===== config.mk =====
export PLATFORM = sky130hd
export DESIGN_NAME = crfm_front
export DESIGN_NICKNAME = d
export VERILOG_FILES = /design/src/crfm_pkg.sv /design/src/crfm_front.sv
export SDC_FILE = /design/constraint.sdc
export NUM_CORES = 1
export LEC_CHECK = 0
export CORE_UTILIZATION = 45
export CTS_CLUSTER_SIZE = 24
export DETAILED_ROUTE_END_ITERATION = 12
export DONT_BUFFER_PORTS = 1
export GPL_TIMING_DRIVEN = 0
export PLACE_DENSITY = 0.71
export SLEW_MARGIN = 30
export SYNTH_ARGS = -nofsm -noshare
export SYNTH_HDL_FRONTEND = slang
export SYNTH_SLANG_ARGS = --single-unit

===== constraint.sdc =====
create_clock -name clk -period 1.7 [get_ports clk]
set_clock_uncertainty 0.1 [all_clocks]
set_input_delay 0.085 -clock clk [delete_from_list [all_inputs] [get_ports clk]]
set_output_delay 0.085 -clock clk [all_outputs]
set_load 0.03 [all_outputs]

===== src/crfm_pkg.sv =====
// Shared types and constants of the framed message ring.
package crfm_pkg;

    localparam logic [7:0] CR_CODE = 8'd13;
    localparam int COUNT_W = 16;
    localparam logic [COUNT_W-1:0] COUNT_MAX = '1;
    localparam int QUEUE_DEPTH = 2;

    typedef enum logic [1:0] {
        CMD_CHAR,
        CMD_CLOSE,
        CMD_READ
    } cmd_kind_t;

    typedef struct packed {
        cmd_kind_t  kind;
        logic [7:0] data;
    } cmd_t;

    typedef enum logic {
        BACK_IDLE,
        BACK_STREAM
    } back_state_t;

endpackage


===== src/crfm_front.sv =====
// Front end: accepts words, classifies them and queues commands for the back end.
module crfm_front (
    input  logic              clk,
    input  logic              rst_n,
    input  logic              item_valid,
    output logic              item_stall,
    input  logic              req_type,
    input  logic [7:0]        rx_byte,
    output logic              cmd_valid,
    output crfm_pkg::cmd_t    cmd,
    input  logic              cmd_pop
);

    localparam int PTR_W = $clog2(crfm_pkg::QUEUE_DEPTH);
    localparam int CNT_W = $clog2(crfm_pkg::QUEUE_DEPTH + 1);

    crfm_pkg::cmd_t queue_reg [crfm_pkg::QUEUE_DEPTH];
    logic [PTR_W-1:0] wr_ptr_reg;
    logic [PTR_W-1:0] wr_ptr_next;
    logic [PTR_W-1:0] rd_ptr_reg;
    logic [PTR_W-1:0] rd_ptr_next;
    logic [CNT_W-1:0] fill_reg;
    logic [CNT_W-1:0] fill_next;
    crfm_pkg::cmd_t   item_cmd;
    logic             push;
    logic             pop;

    always_comb
    begin
        item_cmd.data = rx_byte;
        if (req_type)
        begin
            item_cmd.kind = crfm_pkg::CMD_READ;
        end
        else if (rx_byte == crfm_pkg::CR_CODE)
        begin
            item_cmd.kind = crfm_pkg::CMD_CLOSE;
        end
        else
        begin
            item_cmd.kind = crfm_pkg::CMD_CHAR;
        end
    end

    assign item_stall = (fill_reg == CNT_W'(crfm_pkg::QUEUE_DEPTH));
    assign cmd_valid  = (fill_reg != '0);
    assign cmd        = queue_reg[rd_ptr_reg];
    assign push       = item_valid && !item_stall;
    assign pop        = cmd_pop && cmd_valid;

    always_comb
    begin
        wr_ptr_next = push ? wr_ptr_reg + PTR_W'(1) : wr_ptr_reg;
        rd_ptr_next = pop ? rd_ptr_reg + PTR_W'(1) : rd_ptr_reg;
        fill_next   = fill_reg;
        if (push && !pop)
        begin
            fill_next = fill_reg + CNT_W'(1);
        end
        else if (pop && !push)
        begin
            fill_next = fill_reg - CNT_W'(1);
        end
    end

    always_ff @(posedge clk or negedge rst_n)
    begin
        if (!rst_n)
        begin
            wr_ptr_reg <= '0;
            rd_ptr_reg <= '0;
            fill_reg   <= '0;
        end
        else
        begin
            wr_ptr_reg <= wr_ptr_next;
            rd_ptr_reg <= rd_ptr_next;
            fill_reg   <= fill_next;
        end
    end

    always_ff @(posedge clk)
    begin
        if (push)
        begin
            queue_reg[wr_ptr_reg] <= item_cmd;
        end
    end

endmodule


==> flow_metrics.py, run 1 <==
metrics = {
    "outcome": {
        "run_status": "finished clean",
    },
    "logic_synthesis": {
        "synth_sequential_area_ratio_pct": 73.3,
        "synthesis.area_sq_um": 956,
        "synth_seq_cells": 24,
        "synth_fp_nets": 68,
        "synth.avg_cell_area_sq_um": 17.7,
        "syn_inst": 54,
        "synthDominantCellAreaShare_pct": 62.8,
        "ys_top_cells_by_area": "sky130_fd_sc_hd__edfxtp_1, sky130_fd_sc_hd__mux2_1, sky130_fd_sc_hd__dfrtp_1, sky130_fd_sc_hd__xnor2_1, sky130_fd_sc_hd__xor2_1",
        "synth.largest_area_cell": "sky130_fd_sc_hd__edfxtp_1",
        "synth_cell_types": 18,
        "synth_warnings": 0,
    },
    "global_route": {
        "grt_max_degree": 14,
        "grt_util_all_layers_pct": 13.1,
        "grt_antenna_before_repair": 0,
        "number_of_global_route_vias_before_repair": 434,
        "grt-ovfl-total": 0,
        "grt_pass1_wl_um": 1920,
    },
    "critical_path": {
        "critical-path-max-stage-delay_ns": 0.44,
        "worstPathCellList": "nand2b_1 -> nand2_1 -> inv_1 -> ha_1 -> nor2_1 -> xor2_1",
        "timing.critical_path.slowest_stage_cell": "sky130_fd_sc_hd__dfrtp_1",
        "startpoint_type": "flop",
        "critPathBufInv": 1,
        "crit_path_max_fanout": 4,
        "worst_ep_required_time_ns": 1.85,
        "crit_type": "reg -> reg",
        "worst_setup_path_end_kind": "flop",
        "timing.critical_path.max_delay_family": "simple AND/OR/NAND/NOR gates",
        "arrival_ns": 1.74,
    },
    "power_and_ir_drop": {
        "total_power_mw": 1.93,
        "cellPowerDensity_nw_per_um2": 1610,
        "max-vdd-ir-drop_mv": 1.09,
        "cellLeakagePower_nw": 0.437,
    },
    "detailed_routing": {
        "routed_via_density": 4.74,
        "drt_iter0_drc": 4,
        "wire_per_inst_um": 14.1,
        "ant_nets": 0,
        "vias_after_detailed_routing": 483,
        "totalWireLength_um": 1440,
        "remaining_routing_drc_violations": 0,
        "detail_route.first_pass.iterations": 3,
    },
    "sta": {
        "slew_headroom_pct": 64.9,
        "timing.final.hold_violations": 0,
        "report.final.setup_viol": 0,
        "layout_setup_ws_ns": 0.101,
        "report.final.slew_viol_count": 0,
        "finalWorstPathRequiredPeriod_ns": 1.60,
        "finalCritPeriodShare_pct": 94.1,
        "worst_slew_pin_slew_ns": 0.527,
        "setup_repair_after_global_routing_missed_its_margin": "true",
        "fmax_ghz": 0.625,
    },
    "floorplan": {
        "initial_core_util_pct": 48.2,
        "dieHeight_um": 48.1,
        "die_w_um": 48.1,
        "floorplan.core_area_sq_um": 1980,
        "io_pins": 25,
        "num_rows": 16,
        "die_area_sq_um": 2310,
    },
    "layout": {
        "antenna-diode-count": 0,
        "finish.net_count": 90,
        "n_fill_cell": 145,
        "drive_gt1_share_pct": 13.3,
        "layout.cells.most_common": "sky130_fd_sc_hd__edfxtp_1",
        "largest_reg_flops": 20,
        "area.growth.synth_to_final_pct": 25.4,
        "mostFrequentLayoutCells": "sky130_fd_sc_hd__edfxtp_1, sky130_fd_sc_hd__dlygate4sd3_1, sky130_fd_sc_hd__mux2_1",
    },
    "clocking": {
        "number_of_buffers_on_the_longest_clock_path": 2,
        "cts_root_buffer": "sky130_fd_sc_hd__clkbuf_4",
        "worst_skew_pair_later_pin_latency_ns": 0.31,
        "post_cts_buffers": 0,
        "numCtsBuffers": 3,
        "tritoncts": "done",
        "clk_pin_slew_worst_paths_ns": 0.12,
        "cts.htree.levels": 1,
        "clock_sinks": 24,
    },
    "job": {
        "max_cap_violations": 0,
    },
    "placement": {
        "dp_slack_ns": -0.136,
        "gp_congestion": 0.649,
        "port_buffers": 0,
    },
    "worst_hold_path": {
        "hold_class": "in -> reg",
    },
}
[metal layers]
metal	wire length, um	up-vias	global-route usage [%]
li1	-	241	-
met3	79	4	3.70
met2	751	13	20.0
met4	29	0	10.0
met1	579	225	15.6
met5	0	-	0
[power by group]
group          switching [mW]  internal, mW
Combinational           0.513         0.240
Clock                   0.160         0.131
Sequential             0.0639         0.818
[metrics by stage]
step           utilization (%)  setup TNS (ns)  area (sq um)  instances  hold WS, ns
2_1_floorplan                -               0           956         54       -0.311
3_5_place_dp              49.9           -1.36           990         81       -0.311
4_1_cts                   58.5               0          1160         98      0.00284
3_3_place_gp              49.9           -1.46           990         81       -0.311
6_report                  60.5               0          1200        102        0.198
5_1_grt                   60.5         -0.0447          1200        102        0.202
[synthesized netlist by cell type (all sizes together)]
cell / count
nor2: 2
buf: 1
or2: 1
dfrtp: 4
and3: 1
nor3: 1
nand2b: 1
nor4: 1
xnor2: 3
nand3b: 1
xor2: 2
inv: 2
edfxtp: 20
nand2: 3
mux2: 10
ha: 1
[layout make-up]
class | instances | area [sq um] | share of cell area [%]
plain buffers | 1 | 7.51 | 0.626
clock buffers | 4 | 36.3 | 3.03
inverters | 2 | 7.51 | 0.626
multi-input cells | 27 | 243 | 20.3
flip-flops and latches | 24 | 701 | 58.5
well taps | 27 | 33.8 | 2.82
repair buffers | 17 | 170 | 14.2
[worst paths after layout]
kind                                  start         endpoint  slack (ns)  depth (start not counted)
worst min register to register  fill_reg[1]      fill_reg[1]        0.41                          1
min in group asynchronous             rst_n       wr_ptr_reg        0.47                          2
max in group asynchronous             rst_n       rd_ptr_reg        0.86                          2
worst max register to register  fill_reg[0]      fill_reg[1]        0.10                          6
worst max-delay path            fill_reg[0]      fill_reg[1]        0.10                          6
worst min-delay path             item_valid  queue_reg[1][6]        0.20                          1
[cells by family (layout without fill, tap and decap cells)]
logic type	count (synthesis)	count (layout)	share of synthesized area, %
flops	24	24	73.3
xor+xnor	5	5	4.58
mux	10	10	11.8
fa+ha+maj	1	1	1.31
buf+inv	3	24	1.57
simple gates	11	11	7.46
[what timing repair did]
action / CTS / global route
endpoints found under the setup margin: 10 / 10
resized for setup: 1 / 0
hold buffers: 13 / 4
hold endpoints to repair: 27 / 2
pin swaps: 0 / 0
No activity file was read; power rests on OpenSTA's default activity.
==> inputs of run 2 (changes only) <==
--- a/config.mk
+++ b/config.mk
@@ -5,12 +5,15 @@
 export SDC_FILE = /design/constraint.sdc
 export NUM_CORES = 1
 export LEC_CHECK = 0
-export CORE_UTILIZATION = 45
+export CELL_PAD_IN_SITES_DETAIL_PLACEMENT = 1
+export CELL_PAD_IN_SITES_GLOBAL_PLACEMENT = 2
+export CORE_UTILIZATION = 37
 export CTS_CLUSTER_SIZE = 24
 export DETAILED_ROUTE_END_ITERATION = 12
 export DONT_BUFFER_PORTS = 1
 export GPL_TIMING_DRIVEN = 0
-export PLACE_DENSITY = 0.71
+export PLACE_DENSITY = 0.79
+export SETUP_SLACK_MARGIN = 0.1
 export SLEW_MARGIN = 30
 export SYNTH_ARGS = -nofsm -noshare
 export SYNTH_HDL_FRONTEND = slang
==> flow_metrics.py, run 2 (same netlist as run 1, synthesis figures left out) <==
metrics = {
    "outcome": {
        "run_status": "finished clean",
    },
    "placement": {
        "gp_congestion": 0.673,
        "dp_slack_ns": -0.202,
        "numPlacedInstances": 84,
        "placed_cell_area_sq_um": 993,
        "port_buffers": 0,
        "hpwl_after_dpl_um": 1150,
    },
    "layout": {
        "largest_reg_flops": 20,
        "fin_cells": 103,
        "area.growth.synth_to_final_pct": 26.2,
        "n_fill_cell": 242,
        "finish.net_count": 88,
        "antenna-diode-count": 0,
        "drive_gt1_share_pct": 23.3,
        "mostFrequentLayoutCells": "sky130_fd_sc_hd__edfxtp_1, sky130_fd_sc_hd__dlygate4sd3_1, sky130_fd_sc_hd__mux2_1",
        "layout.cells.most_common": "sky130_fd_sc_hd__edfxtp_1",
        "finish.utilization_pct": 49.1,
        "stdcell_area_sq_um": 1210,
    },
    "global_route": {
        "number_of_global_route_vias_before_repair": 539,
        "grt_util_all_layers_pct": 13.3,
        "grt-ovfl-total": 0,
        "grt_antenna_before_repair": 0,
        "grt_max_degree": 14,
        "grt_pass1_wl_um": 2490,
    },
    "detailed_routing": {
        "drt_iter0_drc": 9,
        "routed_via_density": 4.78,
        "vias_after_detailed_routing": 492,
        "wire_per_inst_um": 16.1,
        "remaining_routing_drc_violations": 0,
        "detail_route.first_pass.iterations": 3,
        "ant_nets": 0,
        "totalWireLength_um": 1660,
    },
    "clocking": {
        "clk_pin_slew_worst_paths_ns": 0.11,
        "tritoncts": "done",
        "numCtsBuffers": 3,
        "number_of_buffers_on_the_longest_clock_path": 2,
        "worst_skew_pair_later_pin_latency_ns": 0.29,
        "cts_root_buffer": "sky130_fd_sc_hd__clkbuf_4",
        "clock_sinks": 24,
        "cts.htree.levels": 1,
    },
    "power_and_ir_drop": {
        "internal-power_mw": 1.22,
        "seqPwrFrac_pct": 44.4,
        "power_frac_clock_pct": 12.2,
        "max-vdd-ir-drop_mv": 0.806,
        "cellPowerDensity_nw_per_um2": 1660,
        "cellLeakagePower_nw": 0.434,
        "sw_pwr_uw": 785,
        "comb_power_share_pct": 43.4,
        "p_sw_share_pct": 39.2,
    },
    "sta": {
        "report.final.setup_viol": 0,
        "finalCritPeriodShare_pct": 90.7,
        "finalWorstPathRequiredPeriod_ns": 1.54,
        "setup_repair_after_global_routing_missed_its_margin": "true",
        "timing.final.hold_violations": 0,
        "fmax_ghz": 0.648,
        "report.final.slew_viol_count": 0,
        "slew_headroom_pct": 64.6,
        "worst_slew_pin_slew_ns": 0.531,
        "setup_total_negative_slack_ns": 0,
        "layout_setup_ws_ns": 0.157,
    },
    "floorplan": {
        "io_pins": 25,
        "die_w_um": 52.8,
        "num_rows": 18,
        "dieHeight_um": 52.8,
        "die_area_sq_um": 2790,
        "initial_core_util_pct": 38.9,
        "floorplan.core_area_sq_um": 2450,
    },
    "critical_path": {
        "worst_setup_path_end_kind": "flop",
        "worst_ep_required_time_ns": 1.79,
        "startpoint_type": "flop",
        "crit_path_max_fanout": 3,
        "crit_type": "reg -> reg",
        "arrival_ns": 1.63,
    },
    "job": {
        "max_cap_violations": 0,
    },
    "worst_hold_path": {
        "hold_class": "in -> reg",
    },
}
## run 2: area by class of cell
| type | count | area [sq um] | area share (%) |
|---|---|---|---|
| buffer | 1 | 7.51 | 0.622 |
| clock buffer | 4 | 26.3 | 2.18 |
| inverter | 2 | 7.51 | 0.622 |
| multi-input combinational | 27 | 280 | 23.2 |
| sequential | 24 | 702 | 58.2 |
| tap | 30 | 37.5 | 3.11 |
| timing repair buffer | 15 | 145 | 12.0 |
## run 2: through the flow
step	total power [mW]	hold WS, ns
after detailed placement	1.64	-0.311
after CTS	1.94	0.0153
after global routing	2.11	0.0121
final	2.00	0.0170
after global placement	1.61	-0.310
after floorplan	1.53	-0.311
## run 2: routing by layer
layer | share of wire [%] | wire length [um] | up-vias | track usage (%)
met3 | 4.5 | 75 | 2 | 2.32
met2 | 54 | 896 | 12 | 24.3
met1 | 40 | 670 | 245 | 14.5
li1 | - | - | 233 | -
met4 | 1.0 | 17 | 0 | 6.58
met5 | 0 | 0 | - | 0
## run 2: final timing paths
kind | start | to | slack (ns) | cells after the start
worst max-delay path | fill_reg[1] | fill_reg[1] | 0.16 | 6
worst min-delay path | rx_byte[5] | queue_reg[1][8] | 0.02 | 2
worst max register to register | fill_reg[1] | fill_reg[1] | 0.16 | 6
worst min register to register | wr_ptr_reg | wr_ptr_reg | 0.44 | 1
max in group asynchronous | rst_n | fill_reg[1] | 0.81 | 2
min in group asynchronous | rst_n | wr_ptr_reg | 0.50 | 2
## run 2: timing repair
| action | CTS | global route |
|---|---|---|
| setup buffers | 1 | 1 |
| hold buffers | 13 | 0 |
| endpoints found under the hold margin | 27 | 0 |
| gates resized for setup | 2 | 7 |
| pin swaps | 0 | 5 |
| endpoints found under the setup margin | 11 | 11 |
## run 2: power by group through the flow
stage | logic (mW) | registers, mW | clock network [mW]
after floorplan | 0.651 | 0.880 | 0
after global placement | 0.721 | 0.890 | 0
after detailed placement | 0.737 | 0.904 | 0
after CTS | 0.801 | 0.886 | 0.253
after global routing | 0.934 | 0.909 | 0.270
final | 0.869 | 0.890 | 0.245
## run 2: critical path, stage by stage (launching register included)
cell and delay, ns:
sky130_fd_sc_hd__dfrtp_2 0.45, sky130_fd_sc_hd__or2_4 0.32, sky130_fd_sc_hd__nand2_4 0.09, sky130_fd_sc_hd__ha_4 0.13, sky130_fd_sc_hd__xor2_2 0.13, sky130_fd_sc_hd__nor2_2 0.06, sky130_fd_sc_hd__xor2_1 0.15
